$ cat src/hdl/bdh_pkg.sv
// Shared types and constants for the debounced button with hold detect.
// No dependencies; imported by every other file of the block.
package bdh_pkg;

    localparam int TimeW   = 32;
    localparam int DebW    = 16;
    localparam int MarksW  = 6;
    localparam int CfgIdxW = 1;
    localparam int CfgW    = 32;

    // Bit positions in the mark register
    localparam int MarkPressed = 0;
    localparam int MarkWas     = 1;
    localparam int MarkEvPress = 2;
    localparam int MarkEvRel   = 3;
    localparam int MarkHeld    = 4;
    localparam int MarkEvHold  = 5;

    localparam logic [DebW-1:0]  DebounceReset = DebW'(50);
    localparam logic [TimeW-1:0] HoldReset     = TimeW'(1000);

    typedef enum logic [CfgIdxW-1:0] {
        CFG_DEBOUNCE = 1'b0,
        CFG_HOLD     = 1'b1
    } cfg_idx_t;

    typedef enum logic {
        KIND_PRESS = 1'b0,
        KIND_HOLD  = 1'b1
    } kind_t;

    typedef struct packed {
        logic [DebW-1:0]  debounce_ms;
        logic [TimeW-1:0] hold_time_ms;
    } cfg_t;

    typedef struct packed {
        logic             kind;
        logic             pin_level;
        logic [TimeW-1:0] now_ms;
    } item_t;

    typedef struct packed {
        logic event_res;
        logic is_pressed;
        logic is_held;
    } res_t;

endpackage

$ cat src/hdl/bdh_cfg.sv
// Configuration registers: debounce time and hold time.
// Depends on bdh_pkg.
module bdh_cfg
    import bdh_pkg::*;
(
    input  logic                clk,
    input  logic                rst_n,
    input  logic                cfg_we,
    input  logic [CfgIdxW-1:0]  cfg_index,
    input  logic [CfgW-1:0]     cfg_data,
    output cfg_t                cfg
);

    logic [DebW-1:0]  debounce_reg;
    logic [TimeW-1:0] hold_reg;

    always_ff @(posedge clk or negedge rst_n)
    begin
        if (!rst_n)
        begin
            debounce_reg <= DebounceReset;
            hold_reg     <= HoldReset;
        end
        else if (cfg_we)
        begin
            case (cfg_idx_t'(cfg_index))
                CFG_DEBOUNCE: debounce_reg <= cfg_data[DebW-1:0];
                CFG_HOLD:     hold_reg     <= cfg_data[TimeW-1:0];
                default:      ;
            endcase
        end
    end

    assign cfg.debounce_ms  = debounce_reg;
    assign cfg.hold_time_ms = hold_reg;

endmodule

$ cat config.mk
export PLATFORM = sky130hd
export DESIGN_NAME = bdh_cfg
export DESIGN_NICKNAME = d
export VERILOG_FILES = /design/src/hdl/bdh_pkg.sv /design/src/hdl/bdh_cfg.sv
export SDC_FILE = /design/constraint.sdc
export NUM_CORES = 1
export LEC_CHECK = 0
export BUFFER_PORTS_ARGS = -buffer_cell sky130_fd_sc_hd__clkbuf_2
export CAP_MARGIN = 5
export CORE_ASPECT_RATIO = 1.2
export CORE_MARGIN = 1.5
export CORE_UTILIZATION = 49
export DETAILED_ROUTE_END_ITERATION = 8
export GPL_TIMING_DRIVEN = 0
export PLACE_DENSITY = 0.83
export SYNTH_ARGS = -nofsm -noshare
export SYNTH_HDL_FRONTEND = slang
export SYNTH_SLANG_ARGS = --single-unit
$ cat constraint.sdc
create_clock -name clk -period 1.7 [get_ports clk]
set_input_delay 0.255 -clock clk [delete_from_list [all_inputs] [get_ports clk]]
set_output_delay 0.255 -clock clk [all_outputs]
set_load 0.1 [all_outputs]
==> results.toml, run 1 <==
[clocking]
insertion_delay_ns = 0.28
root_buffer = "clkbuf_8"
clockBufferDepth = 2
cts_buffers = 5
cts_setup_buffers = 0
cts_resized = 0
clk_pin_slew_ns = 0.08
htreeDepth = 2
cts.sinks = 48
cts.hold.buffers_added = 0
cts_tree = "done"

[drt]
firstDrtPassIters = 4
drc = 0
ant_nets = 0
avgViaCountPerCell = 5.073
num_vias = 1182
drt_iter0_drc = 22
routed_wl_um = 3519
wl_per_cell_um = 15.10

[timing]
clock_skew_ns = 0
finalCriticalPeriod_ns = 1.525
finalSetupTns_ns = 0
worst_pin_slew_ns = 1.152
slew_headroom = 0.2319
timing.fmax_mhz = 655.7
rsz0062_at_grt = "no"
setup_viol = 0
post-route-period-util = 0.8971
maxSlewViolCount = 0
whs_ns = 0.1839
hold_viol = 0

[power]
power_switching_uw = 1875
intPower_uw = 1920
leakagePower_uw = 0.001195
clkPwrFrac = 0.165
irDropWorstVdd_v = 0.0009165
p_comb_frac = 0.460
p_per_area_nw_per_um2 = 1594
netSwitchingFraction = 0.4941
pwr-share-seq = 0.374

[floorplan]
core_um2 = 3603
die_w_um = 58.85
die_h_um = 70.02
start_util = 0.5090
ioPinCount = 84
dieArea_um2 = 4121
fp-row-count = 24

[setup_path]
path_buf_inv = 1
worstSetupPathType = "reg2out"
crit_path_max_incr_delay_ns = 0.54
worstPathRequired_ns = 1.44
startpoint_type = "flop"
critPathSlowestCell = "dfstp_2"
crit_arrival_ns = 1.27
cp_top_family = "flip-flops"
critPathMaxFanout = 2
worstPathCellList = "clkbuf_2"
crit_path_end_kind = "output port"

[cells_and_area]
areaGrowthSynthToFinish_pct = 29.74
drive_gt1_frac = 0.7680
ff_latch_area_um2 = 1212
instances_no_fill = 233
layout.nets = 229
largest_reg_flops = 32
multi_input_area_um2 = 588.1
diodes = 0
fillers = 289

[grt]
grt.met1_usage = 0.2078
grt_pass1_wl_um = 5451
grt_overflow = 0
busiest_layer = "met2"
grt_pass1_vias = 1195
grtUsageMet2 = 0.3074
antenna_found_initial = 0
grt_max_degree = 49
gr-usage-met3 = 0.04444
grtUsageTotal = 0.1766

[synthesis]
synth_area_per_cell_um2 = 17.81
netlist.area_leader.share = 0.5321
syn_inst = 103
synth_flop_cell = "dfrtp_1"
yosysMostFrequentCell = "dfrtp_1"
seq_area_frac_synth = 0.6610
async_flop_share = 1.000
synth_nets = 139
synth.cell_area_um2 = 1834
yosysWarnings = 0
synth-edff-count = 0
synthTopCellsByArea = "dfrtp_1 53%, mux2_2 22%, dfstp_2 13%, mux2_4 8.2%, mux2_1 1.2%"
synth.distinct_cells = 10
synth_top_area_cell = "dfrtp_1"
synth_common_cells = "39 x dfrtp_1, 36 x mux2_2, 10 x mux2_4, 9 x dfstp_2, 3 x buf_2"
ys_seq_elements = 48

[run_status]
status = "complete, no violations"

[placement]
port_buffers = 83
post-dp-hpwl_um = 2607
place.gp.congestion = 0.7405
placed_cells = 225

[flow_run]
max-cap-violations = 0

[worst_hold_path]
hold_path.class = "in2async"
[area by class of cell]
type	instances	share of cell area
repair buffers	83	0.1746
clock buffers	7	0.03207
well taps	39	0.02050
clock inverters	1	0.002103
multi-input cells	50	0.2471
flip-flops and latches	48	0.5095
plain buffers	5	0.01420
[metal layers]
layer / part of all wire / vias to the layer above
li1: - / 538
met1: 0.39 / 597
met2: 0.55 / 43
met3: 0.054 / 4
met4: 0.0091 / 0
met5: 0 / -
[kinds of logic (layout without fill, tap and decap cells)]
logic type,after synthesis,after routing,share of synthesized area
buffers and inverters,5,96,0.01842
flip-flops,48,48,0.6610
multiplexers,48,48,0.3151
AND/OR/NAND/NOR,2,2,0.005457
[path summary, 6_finish.rpt]
kind / depth (start not counted) / slack [ns] / end / from
setup / recovery: 1 / 0.18 / cfg[9] / hold_reg[9]
hold / removal: 1 / 0.18 / debounce_reg[8] / rst_n
setup reg to reg: 1 / 0.91 / hold_reg[28] / hold_reg[28]
hold reg to reg: 1 / 0.51 / hold_reg[14] / hold_reg[14]
max in group asynchronous: 1 / 0.81 / hold_reg[21] / rst_n
min in group clk: 2 / 0.19 / hold_reg[28] / cfg_data[28]
[power groups by stage]
stage	logic, uW	clock network [uW]	registers (uW)
floorplan	212	0	2700
global placement	1740	0	1430
detailed placement	1760	0	1440
CTS	1760	652	1420
global route	1790	687	1440
finish	1750	628	1420
[cell usage in the layout, fill, tap and decap left out, drive strengths merged]
cell type,n
mux2,48
clkinv,1
dfrtp,39
nand2,1
dfstp,9
clkbuf,90
nor2b,1
buf,5
[per-stage QoR]
step	instance area [um2]	total power [uW]	setup WS (ns)	util
2_1_floorplan	1834	2909	0.4096	-
3_3_place_gp	2298	3168	0.4245	0.6378
3_5_place_dp	2298	3199	0.3987	0.6378
4_1_cts	2380	3832	0.1562	0.6604
5_1_grt	2380	3923	0.1330	0.6604
6_report	2380	3795	0.1750	0.6604
No activity file was read; power rests on OpenSTA's default activity.
==> run 2: changes to the inputs <==
--- a/config.mk
+++ b/config.mk
@@ -7,12 +7,13 @@
 export LEC_CHECK = 0
 export BUFFER_PORTS_ARGS = -buffer_cell sky130_fd_sc_hd__clkbuf_2
 export CAP_MARGIN = 5
-export CORE_ASPECT_RATIO = 1.2
+export CORE_ASPECT_RATIO = 0.6
 export CORE_MARGIN = 1.5
-export CORE_UTILIZATION = 49
+export CORE_UTILIZATION = 41
 export DETAILED_ROUTE_END_ITERATION = 8
 export GPL_TIMING_DRIVEN = 0
-export PLACE_DENSITY = 0.83
+export PLACE_DENSITY = 0.74
+export RECOVER_POWER = 25
 export SYNTH_ARGS = -nofsm -noshare
 export SYNTH_HDL_FRONTEND = slang
 export SYNTH_SLANG_ARGS = --single-unit
==> constraint.sdc (replaced) <==
create_clock -name clk -period 1.3 [get_ports clk]
set_input_delay 0.195 -clock clk [delete_from_list [all_inputs] [get_ports clk]]
set_output_delay 0.195 -clock clk [all_outputs]
set_load 0.1 [all_outputs]
==> results.toml, run 2 (synthesis gave the netlist of run 1 again) <==
[cells_and_area]
final_common_cell = "dfrtp_1"
drive_gt1_frac = 0.7449
fillers = 342
diodes = 0
areaGrowthSynthToFinish_pct = 41.47
final_cell_mix = "39 x dfrtp_1, 36 x mux2_2, 34 x clkbuf_2, 32 x clkbuf_4, 14 x clkbuf_8"
layout.nets = 231
final_core_util = 0.6195
largest_reg_flops = 32

[timing]
hold_viol = 0
maxSlewViolCount = 0
slew_headroom = 0.6459
setup_viol = 0
finalCriticalPeriod_ns = 1.260
rsz0062_at_grt = "no"
post-route-period-util = 0.9694
whs_ns = 0.1292
clock_skew_ns = 0
timing.fmax_mhz = 793.5
finalSetupTns_ns = 0
worst_pin_slew_ns = 0.5311
setup_ws_ns = 0.03975

[setup_path]
critPathSlowestCell = "dfstp_2"
worstSetupPathType = "reg2out"
crit_path_max_incr_delay_ns = 0.55
worstPathCellList = "clkbuf_8"
startpoint_type = "flop"
worstPathRequired_ns = 1.11
rrSetupSlack_ns = 0.51
crit_path_end_kind = "output port"
path_buf_inv = 1
cp_top_family = "flip-flops"
crit_arrival_ns = 1.07
critPathMaxFanout = 2

[floorplan]
dieArea_um2 = 4897
core_um2 = 4189
die_w_um = 89.35
ioPinCount = 84
die_h_um = 54.81
start_util = 0.4379
fp-row-count = 18

[drt]
num_vias = 1158
firstDrtPassIters = 3
drt_iter0_drc = 22
drc = 0
routed_wl_um = 3477
avgViaCountPerCell = 4.523
ant_nets = 0
wl_per_cell_um = 13.58

[clocking]
cts_tree = "done"
root_buffer = "clkbuf_8"
insertion_delay_ns = 0.28
cts_setup_buffers = 0
cts_buffers = 5
htreeDepth = 2
clk_pin_slew_ns = 0.08
cts.sinks = 48
clockBufferDepth = 2

[flow_run]
max-cap-violations = 0

[grt]
grt_pass1_wl_um = 5237
grt_pass1_vias = 1094
grtUsageTotal = 0.1501
antenna_found_initial = 0
grt_max_degree = 49
grt_overflow = 0

[power]
leakagePower_uw = 0.001240
irDropWorstVdd_v = 0.001122
p_per_area_nw_per_um2 = 1989

[placement]
post-dp-hpwl_um = 2551
place.gp.congestion = 0.6959
pre_cts_ws_ns = 0.03016
port_buffers = 83

[run_status]
status = "complete, no violations"

[worst_hold_path]
hold_path.class = "in2reg"
-- run 2: cell count changes in the layout (fill, tap and decap cells not counted), moves of 3 or more --
cell	change
buf_2	+6
clkbuf_1	+3
clkbuf_2	-49
clkbuf_4	+32
clkbuf_8	+9
-- run 2: layer usage --
metal  vias up  GRT usage  part of all wire
met5         -          0                 0
met4         0    0.04615            0.0098
met3         5    0.05279             0.086
met2        57     0.2206              0.42
met1       550     0.2096              0.48
li1        546          -                 -
-- run 2: repair_timing --
action | CTS | global route
setup endpoints to repair | 38 | 11
resized for setup | 47 | 14
hold buffers | 0 | 1
hold endpoints to repair | 0 | 12
pin swaps | 0 | 0
-- run 2: area by class of cell --
class / instances / area [um2] / area share
buffer: 5 / 28.78 / 0.01109
sequential: 48 / 1212 / 0.4672
multi-input combinational: 50 / 584.3 / 0.2252
timing repair buffer: 85 / 604.3 / 0.2329
tap: 60 / 75.07 / 0.02893
clock buffer: 8 / 90.09 / 0.03472
-- run 2: per-stage QoR --
stage | cell area (um2) | std cells | total power (uW)
floorplan | 1834 | 103 | 3803
global placement | 2325 | 246 | 4149
detailed placement | 2325 | 246 | 4182
CTS | 2566 | 254 | 5197
global route | 2595 | 256 | 5368
finish | 2595 | 256 | 5161
-- run 2: report_power, final --
group / total [uW] / switching [uW] / leakage (uW) / internal, uW
clock network: 858 / 425 / 0.0000455 / 434
logic: 2440 / 1900 / 0.000642 / 539
registers: 1870 / 122 / 0.000552 / 1740
total: 5160 / 2440 / 0.00124 / 2720
-- run 2: final timing paths --
path | startpoint | endpoint | depth (start not counted)
max in group asynchronous | rst_n | hold_reg[9] | 3
worst min-delay path | cfg_data[28] | hold_reg[28] | 2
worst max-delay path | hold_reg[3] | cfg[3] | 1
min in group asynchronous | rst_n | hold_reg[18] | 2
worst min register to register | hold_reg[17] | hold_reg[17] | 1
worst max register to register | hold_reg[28] | hold_reg[28] | 1
==> run 3: changes to the inputs <==
--- a/config.mk
+++ b/config.mk
@@ -14,6 +14,7 @@
 export GPL_TIMING_DRIVEN = 0
 export PLACE_DENSITY = 0.74
 export RECOVER_POWER = 25
+export REMOVE_ABC_BUFFERS = 1
 export SYNTH_ARGS = -nofsm -noshare
 export SYNTH_HDL_FRONTEND = slang
 export SYNTH_SLANG_ARGS = --single-unit
==> results.toml, run 3 (synthesis gave the netlist of run 1 again) <==
[cells_and_area]
final_common_cell = "dfrtp_1"
fillers = 336
drive_gt1_frac = 0.7789
fin_area_um2 = 2579
instances_no_fill = 250
final_cell_mix = "39 x dfrtp_1, 36 x mux2_2, 36 x clkbuf_4, 34 x clkbuf_2, 10 x mux2_4"
diodes = 0
largest_reg_flops = 32
multi_input_area_um2 = 593.1
layout.nets = 225
areaGrowthSynthToFinish_pct = 40.59
ff_latch_area_um2 = 1212

[clocking]
htreeDepth = 2
clk_pin_slew_ns = 0.09
cts_setup_buffers = 0
cts.sinks = 48
root_buffer = "clkbuf_8"
clockBufferDepth = 2
insertion_delay_ns = 0.28
cts_buffers = 5
cts_tree = "done"

[power]
leakagePower_uw = 0.001233
irDropWorstVdd_v = 0.001097
p_per_area_nw_per_um2 = 2020

[drt]
firstDrtPassIters = 3
num_vias = 1170
wl_per_cell_um = 14.68
avgViaCountPerCell = 4.680
routed_wl_um = 3671
ant_nets = 0
drt_iter0_drc = 12
drc = 0

[timing]
hold_viol = 0
setup_ws_ns = 0.03052
finalCriticalPeriod_ns = 1.269
maxSlewViolCount = 0
slew_headroom = 0.2469
post-route-period-util = 0.9765
worst_pin_slew_ns = 1.130
whs_ns = 0.1053
timing.fmax_mhz = 787.7
setup_viol = 0
clock_skew_ns = 0
rsz0062_at_grt = "no"

[setup_path]
critPathMaxFanout = 2
worstPathRequired_ns = 1.11
worstPathCellList = "clkbuf_8"
worstSetupPathType = "reg2out"
startpoint_type = "flop"
critPathSlowestCell = "dfstp_2"
crit_path_max_incr_delay_ns = 0.55
crit_arrival_ns = 1.07
cp_top_family = "flip-flops"
crit_path_end_kind = "output port"
path_buf_inv = 1

[floorplan]
start_util = 0.4379
core_um2 = 4189
die_h_um = 54.81
fp-row-count = 18
dieArea_um2 = 4897
die_w_um = 89.35
ioPinCount = 84

[placement]
post-dp-hpwl_um = 2571
pre_cts_ws_ns = -0.5746
placed_cells = 242
place_area_um2 = 2308
place.gp.congestion = 0.6812
port_buffers = 83

[run_status]
status = "complete, no violations"

[worst_hold_path]
hold_path.class = "in2async"

[grt]
grt_pass1_vias = 1234
antenna_found_initial = 0
grt_overflow = 0
grtUsageTotal = 0.1651
grt_pass1_wl_um = 5865
grt_max_degree = 49

[flow_run]
max-cap-violations = 0
## run 3: worst paths after layout
kind / start / endpoint / slack, ns / cells past startpoint
max: debounce_reg[5] / cfg[37] / 0.03 / 1
min: rst_n / debounce_reg[7] / 0.11 / 1
max reg2reg: hold_reg[14] / hold_reg[14] / 0.49 / 1
min reg2reg: hold_reg[28] / hold_reg[28] / 0.50 / 1
max in group asynchronous: rst_n / debounce_reg[11] / 0.50 / 1
min in group clk: cfg_data[28] / hold_reg[28] / 0.12 / 2
## run 3: layer usage
layer	global-route usage	vias up	wire, um
li1	-	529	-
met1	0.1947	580	1541
met2	0.2857	56	1752
met3	0.06486	5	350
met4	0.04615	0	26
met5	0	-	0
## run 3: timing repair
item,CTS,global route
gates resized for setup,51,17
hold buffers,0,0
endpoints found under the setup margin,73,13
## run 3: power by group
part / internal [uW] / total (uW) / switching [uW] / leakage (uW)
combinational: 552 / 2450 / 1900 / 0.000630
sequential: 1740 / 1880 / 132 / 0.000552
clock: 424 / 882 / 457 / 0.0000510
total: 2720 / 5210 / 2490 / 0.00123
## run 3: cell type report
| class | instances | share of cell area |
|---|---|---|
| flip-flops and latches | 48 | 0.4702 |
| repair buffers | 84 | 0.2348 |
| multi-input cells | 50 | 0.2300 |
| clock buffers | 6 | 0.03202 |
| well taps | 60 | 0.02911 |
| clock inverters | 2 | 0.003882 |
## run 3: per-stage QoR
step / power (uW) / utilization / TNS (ns)
finish: 5209 / 0.6156 / 0
global route: 5417 / 0.6156 / 0
CTS: 5226 / 0.6117 / 0
detailed placement: 4184 / 0.5511 / -17.83
global placement: 4137 / 0.5469 / -28.57
floorplan: 3796 / - / -9.631
