<file path="src/hdl/bdh_pkg.sv">
// Shared types and constants for the debounced button with hold detect.
// No dependencies; imported by every other file of the block.
package bdh_pkg;

    localparam int TimeW   = 32;
    localparam int DebW    = 16;
    localparam int MarksW  = 6;
    localparam int CfgIdxW = 1;
    localparam int CfgW    = 32;

    // Bit positions in the mark register
    localparam int MarkPressed = 0;
    localparam int MarkWas     = 1;
    localparam int MarkEvPress = 2;
    localparam int MarkEvRel   = 3;
    localparam int MarkHeld    = 4;
    localparam int MarkEvHold  = 5;

    localparam logic [DebW-1:0]  DebounceReset = DebW'(50);
    localparam logic [TimeW-1:0] HoldReset     = TimeW'(1000);

    typedef enum logic [CfgIdxW-1:0] {
        CFG_DEBOUNCE = 1'b0,
        CFG_HOLD     = 1'b1
    } cfg_idx_t;

    typedef enum logic {
        KIND_PRESS = 1'b0,
        KIND_HOLD  = 1'b1
    } kind_t;

    typedef struct packed {
        logic [DebW-1:0]  debounce_ms;
        logic [TimeW-1:0] hold_time_ms;
    } cfg_t;

    typedef struct packed {
        logic             kind;
        logic             pin_level;
        logic [TimeW-1:0] now_ms;
    } item_t;

    typedef struct packed {
        logic event_res;
        logic is_pressed;
        logic is_held;
    } res_t;

endpackage

</file>
<file path="src/hdl/bdh_core.sv">
// Button state (marks, last change time) and the per-query update logic.
// Depends on bdh_pkg.
module bdh_core
    import bdh_pkg::*;
(
    input  logic  clk,
    input  logic  rst_n,
    input  logic  fire,
    input  item_t item,
    input  cfg_t  cfg,
    output res_t  res
);

    logic [MarksW-1:0] marks_reg, marks_next;
    logic [TimeW-1:0]  last_change_reg, last_change_next;

    logic [TimeW-1:0]  interval;
    logic [TimeW-1:0]  hold_ivl;
    logic              sample;
    logic [MarksW-1:0] m_smp;
    logic [MarksW-1:0] m_chg;
    logic [MarksW-1:0] m_hold;
    logic              ev_idx_hold;

    always_comb
    begin
        interval = item.now_ms - last_change_reg;
        sample   = interval > TimeW'(cfg.debounce_ms);

        // Debounced sample of the active-low pin
        m_smp = marks_reg;
        if (sample)
            m_smp[MarkPressed] = ~item.pin_level;

        // Press / release edge against the was-pressed mark
        m_chg            = m_smp;
        hold_ivl         = interval;
        last_change_next = last_change_reg;
        case ({m_smp[MarkWas], m_smp[MarkPressed]})
            2'b10:
            begin
                m_chg                = '0;
                m_chg[MarkEvRel]     = 1'b1;
                last_change_next     = item.now_ms;
            end
            2'b01:
            begin
                m_chg[MarkEvPress]   = 1'b1;
                m_chg[MarkWas]       = 1'b1;
                last_change_next     = item.now_ms;
                hold_ivl             = '0;
            end
            default: ;
        endcase

        m_hold = m_chg;
        if (m_chg[MarkPressed] && !m_chg[MarkHeld] && (hold_ivl > cfg.hold_time_ms))
        begin
            m_hold[MarkHeld]   = 1'b1;
            m_hold[MarkEvHold] = 1'b1;
        end

        // Report the queried event, then clear it
        ev_idx_hold = (kind_t'(item.kind) == KIND_HOLD);
        marks_next  = m_hold;
        if (ev_idx_hold)
        begin
            res.event_res          = m_hold[MarkEvHold];
            marks_next[MarkEvHold] = 1'b0;
        end
        else
        begin
            res.event_res           = m_hold[MarkEvPress];
            marks_next[MarkEvPress] = 1'b0;
        end
        res.is_pressed = marks_next[MarkPressed];
        res.is_held    = marks_next[MarkHeld];
    end

    always_ff @(posedge clk or negedge rst_n)
    begin
        if (!rst_n)
        begin
            marks_reg       <= '0;
            last_change_reg <= '0;
        end
        else if (fire)
        begin
            marks_reg       <= marks_next;
            last_change_reg <= last_change_next;
        end
    end

    // Held only ever stands together with pressed
    a_held_implies_pressed: assert property (@(posedge clk) disable iff (!rst_n)
        marks_reg[MarkHeld] |-> marks_reg[MarkPressed])
        else $error("held mark without pressed mark");

    // State moves only when a query is processed
    a_state_quiet: assert property (@(posedge clk) disable iff (!rst_n)
        !fire |=> $stable(last_change_reg) && $stable(marks_reg))
        else $error("button state changed without a query");

    // A released button keeps no pending hold event and no held mark
    a_release_clears: assert property (@(posedge clk) disable iff (!rst_n)
        !marks_reg[MarkPressed] |-> !marks_reg[MarkEvHold] && !marks_reg[MarkHeld])
        else $error("hold state left over after release");

endmodule

</file>
<file path="config.mk">
export PLATFORM = sky130hd
export DESIGN_NAME = bdh_core
export DESIGN_NICKNAME = d
export VERILOG_FILES = /design/src/hdl/bdh_pkg.sv /design/src/hdl/bdh_core.sv
export SDC_FILE = /design/constraint.sdc
export NUM_CORES = 1
export LEC_CHECK = 0
export BUFFER_PORTS_ARGS = -buffer_cell sky130_fd_sc_hd__clkbuf_2
export CAP_MARGIN = 5
export CORE_MARGIN = 1.5
export CORE_UTILIZATION = 61
export DETAILED_ROUTE_END_ITERATION = 10
export PLACE_DENSITY = 0.87
export SLEW_MARGIN = 20
export SYNTH_ARGS = -nofsm -noshare
export SYNTH_HDL_FRONTEND = slang
export SYNTH_SLANG_ARGS = --single-unit
</file>
<file path="constraint.sdc">
create_clock -name clk -period 10.4 [get_ports clk]
set_input_delay 0.52 -clock clk [delete_from_list [all_inputs] [get_ports clk]]
set_output_delay 0.52 -clock clk [all_outputs]
set_load 0.02 [all_outputs]
</file>
==> summary.log, run 1 <==
INFO  setup_path     timing_worst_setup_path_type=input pin to output pin
INFO  synthesis      syn-instance-count=646
INFO  grt            number_of_global_route_vias_before_repair=4538
INFO  clocking       clkTransAtPathRegs=90ps
INFO  finish         antenna_cells_inserted=0
INFO  sta            min_period=8090ps
INFO  pwr            power.static_leakage=2.86nW
INFO  routing        drc_errors=0
INFO  clocking       htree_num_levels=2
INFO  synthesis      syn-cell-area=0.00490sqmm
INFO  sta            worst_slew_pin_slew=889ps
INFO  clocking       cts.hold.buffers_added=0
INFO  finish         filler_cell_count=674
INFO  place          placement_cell_area=0.00536sqmm
INFO  setup_path     r2r-end=marks_reg[5]$_DFFE_PN0P_
INFO  routing        detail_routed_via_count_per_cell=5.79
INFO  clocking       cts_tree=built
INFO  synthesis      synth_seq_cells=37
INFO  clocking       clkSinkCount=37
INFO  clocking       max-clock-path-buffers=2
INFO  setup_path     worst-endpoint-arrival=7570ps
INFO  setup_path     path_max_fanout=18
INFO  sta            timing.slew.headroom=40.7%
INFO  finish         regArea=926squm
INFO  die            ios=88
INFO  routing        detail-route-antenna-nets=0
INFO  sta            setup_repair_after_global_routing_missed_its_margin=false
INFO  routing        initialDrtViolationCount=281
INFO  synthesis      syn-num-nets=813
INFO  die            design.core.area=0.00777sqmm
INFO  sta            max_freq=0.124GHz
INFO  grt            grt_pass1_wl=20100um
INFO  synthesis      netlist-cell-type-count=62
INFO  sta            report.final.setup_viol=0
INFO  pwr            ir_drop=0.154mV
INFO  worst_hold_path hold_path_class=input pin to asynchronous set/reset pin
INFO  grt            grt_max_degree=65
INFO  synthesis      most_common_flop_cell_mapped_by_yosys=sky130_fd_sc_hd__dfrtp_1
INFO  place          gp_congestion=0.899
INFO  setup_path     stage_delay_of_the_slowest_cell_on_the_critical_path=520ps
INFO  clocking       cts.repair_timing.setup_buffer_count=0
INFO  die            dieArea=0.00857sqmm
INFO  setup_path     r2r_slack=3180ps
INFO  sta            final.setup.tns=0ps
INFO  grt            total_overflow_reported_by_the_global_router=0
INFO  status         run_status=finished, final reports clean
INFO  die            die_width=92.6um
INFO  finish         total_nets_final=886
INFO  finish         area_of_the_multi_input_gates=0.00354sqmm
INFO  finish         final_cell_area=0.00550sqmm
INFO  setup_path     capturing_element_type_of_the_critical_path=output pin
INFO  pwr            pwr_density_cell=300mW/mm^2
INFO  routing        routed-via-count=4763
INFO  flow_run       cap_viol_max_count=0
INFO  setup_path     r2r_start=last_change_reg[0]$_DFFE_PN0P_
INFO  place          io_buffer_count=87
INFO  grt            grt_antenna_before_repair=0
INFO  synthesis      synth_async_sr_flop_share=100%
INFO  clocking       clock_tree_root=sky130_fd_sc_hd__clkbuf_8
INFO  die            start_util=63.0%
INFO  sta            timing.clock.skew=9.40ps
INFO  setup_path     startpoint_class_of_the_critical_path=input pin
INFO  routing        drt_wl_total=11900um
INFO  die            core.rowCount=32
INFO  synthesis      yosysSeqAreaShare=18.9%
INFO  setup_path     crit_slowest_cell=sky130_fd_sc_hd__ha_1
INFO  sta            min_period_over_period=77.8%
INFO  clocking       clk_latency=300ps
INFO  place          place_hpwl=9790um
INFO  finish         area_growth=12.4%
INFO  routing        dr.pass1.iters=4
INFO  finish         largest_reg_flops=32
INFO  clocking       numCtsBuffers=5
INFO  synthesis      yosysWarningCount=0
INFO  sta            timing_hold_violations_final=0
INFO  setup_path     critPathRequiredTime=9880ps
INFO  finish         drive_gt1_share=15.6%
INFO  setup_path     r2r.worst_path.cells=32
INFO  die            die_height=92.6um
INFO  synthesis      avgSynthCellArea=7.58squm
INFO  clocking       postCtsResizedCells=0
INFO  grt            track_usage=28.7%
INFO  sta            timing_max_transition_violations_final=0
INFO  synthesis      number_of_flops_mapped_to_enable_cells_by_yosys=0
INFO  routing        wl_per_cell=14.5um
INFO  finish         postLayoutCoreUtil=70.8%
## cell usage in the layout (no fill, tap or decap), types with 4 or more instances in the layout
cell type and count:
sky130_fd_sc_hd__nand4_1 19, sky130_fd_sc_hd__nand2b_1 4, sky130_fd_sc_hd__dfrtp_1 37, sky130_fd_sc_hd__xnor2_1 16, sky130_fd_sc_hd__and3_1 8, sky130_fd_sc_hd__o211ai_1 13, sky130_fd_sc_hd__mux2i_1 4, sky130_fd_sc_hd__a21oi_1 44
sky130_fd_sc_hd__xor2_1 10, sky130_fd_sc_hd__nor2_1 34, sky130_fd_sc_hd__and2_1 22, sky130_fd_sc_hd__inv_1 90, sky130_fd_sc_hd__clkbuf_2 86, sky130_fd_sc_hd__nand3_1 11, sky130_fd_sc_hd__a211o_1 5, sky130_fd_sc_hd__o21a_1 7
sky130_fd_sc_hd__nor3_1 6, sky130_fd_sc_hd__ha_1 81, sky130_fd_sc_hd__a31oi_1 5, sky130_fd_sc_hd__a21o_1 22, sky130_fd_sc_hd__clkbuf_8 6, sky130_fd_sc_hd__o21ai_0 60, sky130_fd_sc_hd__nand2_1 62, sky130_fd_sc_hd__nor2b_1 6
## layer usage
layer	GRT usage [%]	share of wire [%]	up-vias
li1	-	-	2426
met1	38.6	47	2181
met2	49.1	47	141
met3	2.96	4.7	15
met4	6.54	1.5	0
met5	0	0	-
## how the worst max path moves through the flow
stage | start | end | cells after the start
6_report | item[0] | res[0] | 35
5_1_grt | last_change_reg[0]$_DFFE_PN0P_ | res[0] | 30
4_1_cts | last_change_reg[0]$_DFFE_PN0P_ | res[0] | 33
3_5_place_dp | item[0] | res[0] | 35
3_3_place_gp | item[0] | res[2] | 35
2_1_floorplan | item[0] | res[2] | 35
## cell type report
cell class / instances / area share, %
clock buffers: 6 / 1.50
multi-input cells: 497 / 64.3
well taps: 102 / 2.32
clock inverters: 2 / 0.682
flip-flops and latches: 37 / 16.8
repair buffers: 88 / 8.28
inverters: 90 / 6.14
## worst max-delay path, delay by kind of cell
kind                       cells  cell delay (ps)
AOI/OAI and AO/OA             15             2710
and+or+nand+nor                6             1010
buffers and inverters          6              790
adders and majority gates      5             1650
muxes                          2              690
xor gates and xnor gates       1              190
## power by group
part / total (W) / leakage [nW] / internal [W] / switching (W)
Combinational: 0.00129 / 2.35 / 0.000539 / 0.000748
Sequential: 0.000228 / 0.459 / 0.000208 / 0.0000195
Clock: 0.000136 / 0.0574 / 0.0000781 / 0.0000582
Total: 0.00165 / 2.86 / 0.000825 / 0.000826
## cells by family after synthesis
family / count (synthesis) / share of synthesized area [%]
flops: 37 / 18.9
simple gates: 192 / 19.8
mux: 7 / 1.58
compound gates: 190 / 24.9
buf+inv: 112 / 9.04
xor+xnor: 26 / 4.65
fa+ha+maj: 82 / 21.1
## through the flow
stage               cells  setup WS (ps)  hold slack, ps  power, W
detailed placement    813           2450             508   0.00149
CTS                   821           2420             411   0.00163
global route          822           1780             419   0.00183
finish                822           2310             340   0.00165
global placement      813           2670             505   0.00144
floorplan             646           3560             224   0.00122
## cell usage after synthesis (2+ instances only)
cell,number,share of area (%)
sky130_fd_sc_hd__inv_1,90,6.9
sky130_fd_sc_hd__ha_1,81,21
sky130_fd_sc_hd__nand2_1,62,4.8
sky130_fd_sc_hd__o21ai_0,60,6.1
sky130_fd_sc_hd__a21oi_1,44,4.5
sky130_fd_sc_hd__dfrtp_1,37,19
sky130_fd_sc_hd__nor2_1,34,2.6
sky130_fd_sc_hd__a21o_1,22,3.4
sky130_fd_sc_hd__and2_1,22,2.8
sky130_fd_sc_hd__nand4_1,19,2.4
sky130_fd_sc_hd__clkbuf_1,18,1.4
sky130_fd_sc_hd__xnor2_1,16,2.9
sky130_fd_sc_hd__o211ai_1,13,2.0
sky130_fd_sc_hd__nand3_1,11,1.1
sky130_fd_sc_hd__xor2_1,10,1.8
sky130_fd_sc_hd__and3_1,8,1.0
sky130_fd_sc_hd__nor2b_1,7,0.89
sky130_fd_sc_hd__o21a_1,7,1.1
sky130_fd_sc_hd__nor3_1,6,0.61
sky130_fd_sc_hd__a211o_1,5,0.89
sky130_fd_sc_hd__a31oi_1,5,0.64
sky130_fd_sc_hd__mux2i_1,4,0.82
sky130_fd_sc_hd__nand2b_1,4,0.51
sky130_fd_sc_hd__a211oi_1,3,0.46
sky130_fd_sc_hd__a21boi_0,3,0.46
sky130_fd_sc_hd__a311oi_1,3,0.54
sky130_fd_sc_hd__nor4_1,3,0.38
sky130_fd_sc_hd__or3_1,3,0.38
sky130_fd_sc_hd__a221oi_2,2,0.61
sky130_fd_sc_hd__a31o_2,2,0.36
sky130_fd_sc_hd__and2_4,2,0.36
sky130_fd_sc_hd__and4_1,2,0.36
sky130_fd_sc_hd__buf_4,2,0.31
sky130_fd_sc_hd__buf_6,2,0.46
sky130_fd_sc_hd__mux2_2,2,0.46
sky130_fd_sc_hd__nand3b_1,2,0.31
sky130_fd_sc_hd__o21ai_1,2,0.20
sky130_fd_sc_hd__o21bai_1,2,0.31
sky130_fd_sc_hd__o221ai_1,2,0.36
sky130_fd_sc_hd__or4_1,2,0.31
(Power assumes the default switching activity.)
==> run 2, diff against run 1 <==
CORE_UTILIZATION = 58   (was 61)
PLACE_DENSITY = 0.83   (was 0.87)
clock period = 8.15 ns   (was 10.4 ns; I/O delays follow)
==> run 2 against run 1 <==
  * Flip-flop and latch count did not move
  * Clock power is 4% higher
  * Via count hardly changed
  * Critical path depth down 2
  * Final cell count grew 0.36%
  * Largest power group unchanged
==> summary.log, run 2 (synthesis gave the netlist of run 1 again) <==
INFO  sta            report.final.setup_viol=0 [unchanged]
INFO  grt            number_of_global_route_vias_before_repair=4678 [was 4538]
INFO  finish         final_cells=825 [was 822]
INFO  routing        initialDrtViolationCount=230 [was 281]
INFO  place          gp_congestion=0.969 [was 0.899]
INFO  sta            timing_hold_violations_final=0 [unchanged]
INFO  sta            final.setup.tns=0ps [unchanged]
INFO  sta            min_period=7500ps
INFO  setup_path     critPathLaunch=last_change_reg[0]$_DFFE_PN0P_ [was item[0]]
INFO  clocking       clkSinkCount=37 [unchanged]
INFO  setup_path     cp.depth=33 [was 35]
INFO  place          dpl.cell_count=817 [was 813]
INFO  pwr            share_clk_of_total_power=6.7% [was 8.3%]
INFO  grt            grt_antenna_before_repair=0 [unchanged]
INFO  sta            post-route-worst-setup-slack=649ps [was 2310 ps]
INFO  place          place_hpwl=10300um [was 9790 um]
INFO  worst_hold_path hold_path_class=input pin to asynchronous set/reset pin [unchanged]
INFO  routing        drt_wl_total=12600um [was 11900 um]
INFO  pwr            switching_share=51.0% [was 50.0%]
INFO  finish         area_growth=12.1% [was 12.4%]
INFO  finish         final_cell_area=0.00549sqmm [was 0.00550 sq mm]
INFO  setup_path     r2r_start=last_change_reg[0]$_DFFE_PN0P_ [unchanged]
INFO  finish         layout_commonest_cell=sky130_fd_sc_hd__inv_1 [unchanged]
INFO  die            dieArea=0.00900sqmm [was 0.00857 sq mm]
INFO  setup_path     r2r.worst_path.cells=32 [unchanged]
INFO  sta            min_period_over_period=92.0%
INFO  grt            track_usage=29.1% [was 28.7%]
INFO  setup_path     timing.critical_path.max_delay_family=compound AO/OA/AOI/OAI gates [unchanged]
INFO  clocking       clock_tree_root=sky130_fd_sc_hd__clkbuf_8 [unchanged]
INFO  clocking       clk_latency=310ps [was 300 ps]
INFO  finish         regArea=926squm [unchanged]
INFO  die            start_util=59.6% [was 63.0%]
INFO  clocking       cts.hold.buffers_added=0 [unchanged]
INFO  setup_path     capturing_element_type_of_the_critical_path=output pin [unchanged]
INFO  pwr            ir_drop=0.173mV [was 0.154 mV]
INFO  routing        routed-via-count=4759 [was 4763]
INFO  status         run_status=finished, final reports clean [unchanged]
INFO  sta            timing.clock.skew=17.2ps [was 9.40 ps]
INFO  pwr            power.static_leakage=2.86nW [about the same]
INFO  clocking       numCtsBuffers=5 [unchanged]
INFO  sta            hold-worst-slack=203ps [was 340 ps]
INFO  place          placement_cell_area=0.00537sqmm [was 0.00536 sq mm]
INFO  setup_path     crit_slowest_cell=sky130_fd_sc_hd__a221oi_2 [was sky130_fd_sc_hd__ha_1]
INFO  finish         total_nets_final=887 [was 886]
INFO  setup_path     path_max_fanout=18 [unchanged]
INFO  routing        wl_per_cell=15.2um [was 14.5 um]
INFO  grt            total_overflow_reported_by_the_global_router=0 [unchanged]
INFO  routing        detail_routed_via_count_per_cell=5.77 [was 5.79]
INFO  die            ios=88 [unchanged]
INFO  pwr            power_report.internal_total=0.00102W [was 0.000825 W]
INFO  routing        detail-route-antenna-nets=0 [unchanged]
INFO  die            die_width=94.9um [was 92.6 um]
INFO  sta            timing_max_transition_violations_final=0 [unchanged]
INFO  clocking       htree_num_levels=2 [unchanged]
INFO  setup_path     startpoint_class_of_the_critical_path=flip-flop [was input pin]
INFO  finish         largest_reg_flops=32 [unchanged]
INFO  setup_path     r2r-end=marks_reg[5]$_DFFE_PN0P_ [unchanged]
INFO  setup_path     critPathRequiredTime=7740ps [was 9880 ps]
INFO  setup_path     crit_path_end=res[2] [was res[0]]
INFO  routing        dr.pass1.iters=5 [was 4]
INFO  pwr            share_comb_of_total_power=79.3% [was 78.0%]
INFO  clocking       max-clock-path-buffers=2 [unchanged]
INFO  finish         area_of_the_multi_input_gates=0.00354sqmm [unchanged]
INFO  finish         antenna_cells_inserted=0 [unchanged]
INFO  setup_path     worst-path-buf-inv=4 [was 6]
INFO  sta            max_freq=0.133GHz
INFO  place          io_buffer_count=87 [unchanged]
INFO  sta            setup_repair_after_global_routing_missed_its_margin=false [unchanged]
INFO  die            design.core.area=0.00822sqmm [was 0.00777 sq mm]
INFO  pwr            seq_power_share=14.0% [was 13.8%]
INFO  clocking       cts.repair_timing.setup_buffer_count=0 [unchanged]
INFO  place          post-place-ws=812ps [was 2450 ps]
INFO  sta            timing.slew.headroom=41.8% [was 40.7%]
INFO  die            core.rowCount=33 [was 32]
INFO  setup_path     stage_delay_of_the_slowest_cell_on_the_critical_path=410ps [was 520 ps]
INFO  clocking       clkTransAtPathRegs=90ps [about the same]
INFO  finish         most-common-layout-cells=90 x sky130_fd_sc_hd__inv_1, 86 x sky130_fd_sc_hd__clkbuf_2, 81 x sky130_fd_sc_hd__ha_1 [unchanged]
INFO  pwr            net_switching_component_of_the_power=0.00107W [was 0.000826 W]
INFO  grt            grt_max_degree=65 [unchanged]
INFO  finish         drive_gt1_share=15.4% [was 15.6%]
INFO  pwr            pwr_density_cell=381mW/mm^2 [was 300 mW/mm^2]
INFO  setup_path     r2r_slack=1430ps [was 3180 ps]
INFO  finish         filler_cell_count=782 [was 674]
INFO  routing        drc_errors=0 [unchanged]
INFO  setup_path     timing_worst_setup_path_type=flip-flop to output pin [was input pin to output pin]
INFO  flow_run       cap_viol_max_count=0 [unchanged]
INFO  grt            grt_pass1_wl=20700um [was 20100 um]
INFO  clocking       postCtsResizedCells=0 [unchanged]
INFO  die            die_height=94.9um [was 92.6 um]
INFO  clocking       cts_tree=built [unchanged]
INFO  sta            worst_slew_pin_slew=873ps [was 889 ps]
INFO  setup_path     worst-endpoint-arrival=7090ps [was 7570 ps]
run 2: cell count changes in the layout (fill, tap and decap cells not counted):
cell and change:
sky130_fd_sc_hd__buf_12 -1, sky130_fd_sc_hd__buf_16 +1, sky130_fd_sc_hd__buf_4 +1, sky130_fd_sc_hd__bufinv_16 -1
sky130_fd_sc_hd__clkbuf_1 +1, sky130_fd_sc_hd__clkinvlp_4 -1
run 2: metrics by stage:
stage               power [W]  util, %
floorplan             0.00156        -
global placement      0.00186     65.4
detailed placement    0.00191     65.4
CTS                   0.00207     66.5
global route          0.00231     66.8
finish                0.00209     66.8
run 2: worst min-delay path by stage:
stage                                            endpoint
final                      last_change_reg[2]$_DFFE_PN0P_
after detailed placement  last_change_reg[31]$_DFFE_PN0P_
after CTS                  last_change_reg[2]$_DFFE_PN0P_
after global routing       last_change_reg[4]$_DFFE_PN0P_
after floorplan            last_change_reg[0]$_DFFE_PN0P_
after global placement     last_change_reg[0]$_DFFE_PN0P_
run 2: layout make-up:
type,count,share of cell area [%]
multi-input combinational,497,64.4
inverter,90,6.16
clock buffer,7,1.57
tap,105,2.39
sequential,37,16.9
timing repair buffer,89,8.57
run 2: power by group through the flow:
stage          combinational, W  sequential, W  clock, W
2_1_floorplan           0.00127       0.000287         0
3_3_place_gp            0.00157       0.000292         0
3_5_place_dp            0.00162       0.000297         0
4_1_cts                 0.00163       0.000293  0.000144
5_1_grt                 0.00186       0.000301  0.000150
6_report                0.00166       0.000292  0.000141
run 2: layer usage:
metal	vias to the layer above	GRT usage (%)	share of wire, %	routed length [um]
li1	2416	-	-	-
met1	2200	37.3	46	5840
met2	124	51.4	47	5940
met3	19	3.06	4.6	583
met4	0	8.21	1.7	220
met5	-	0	0	0
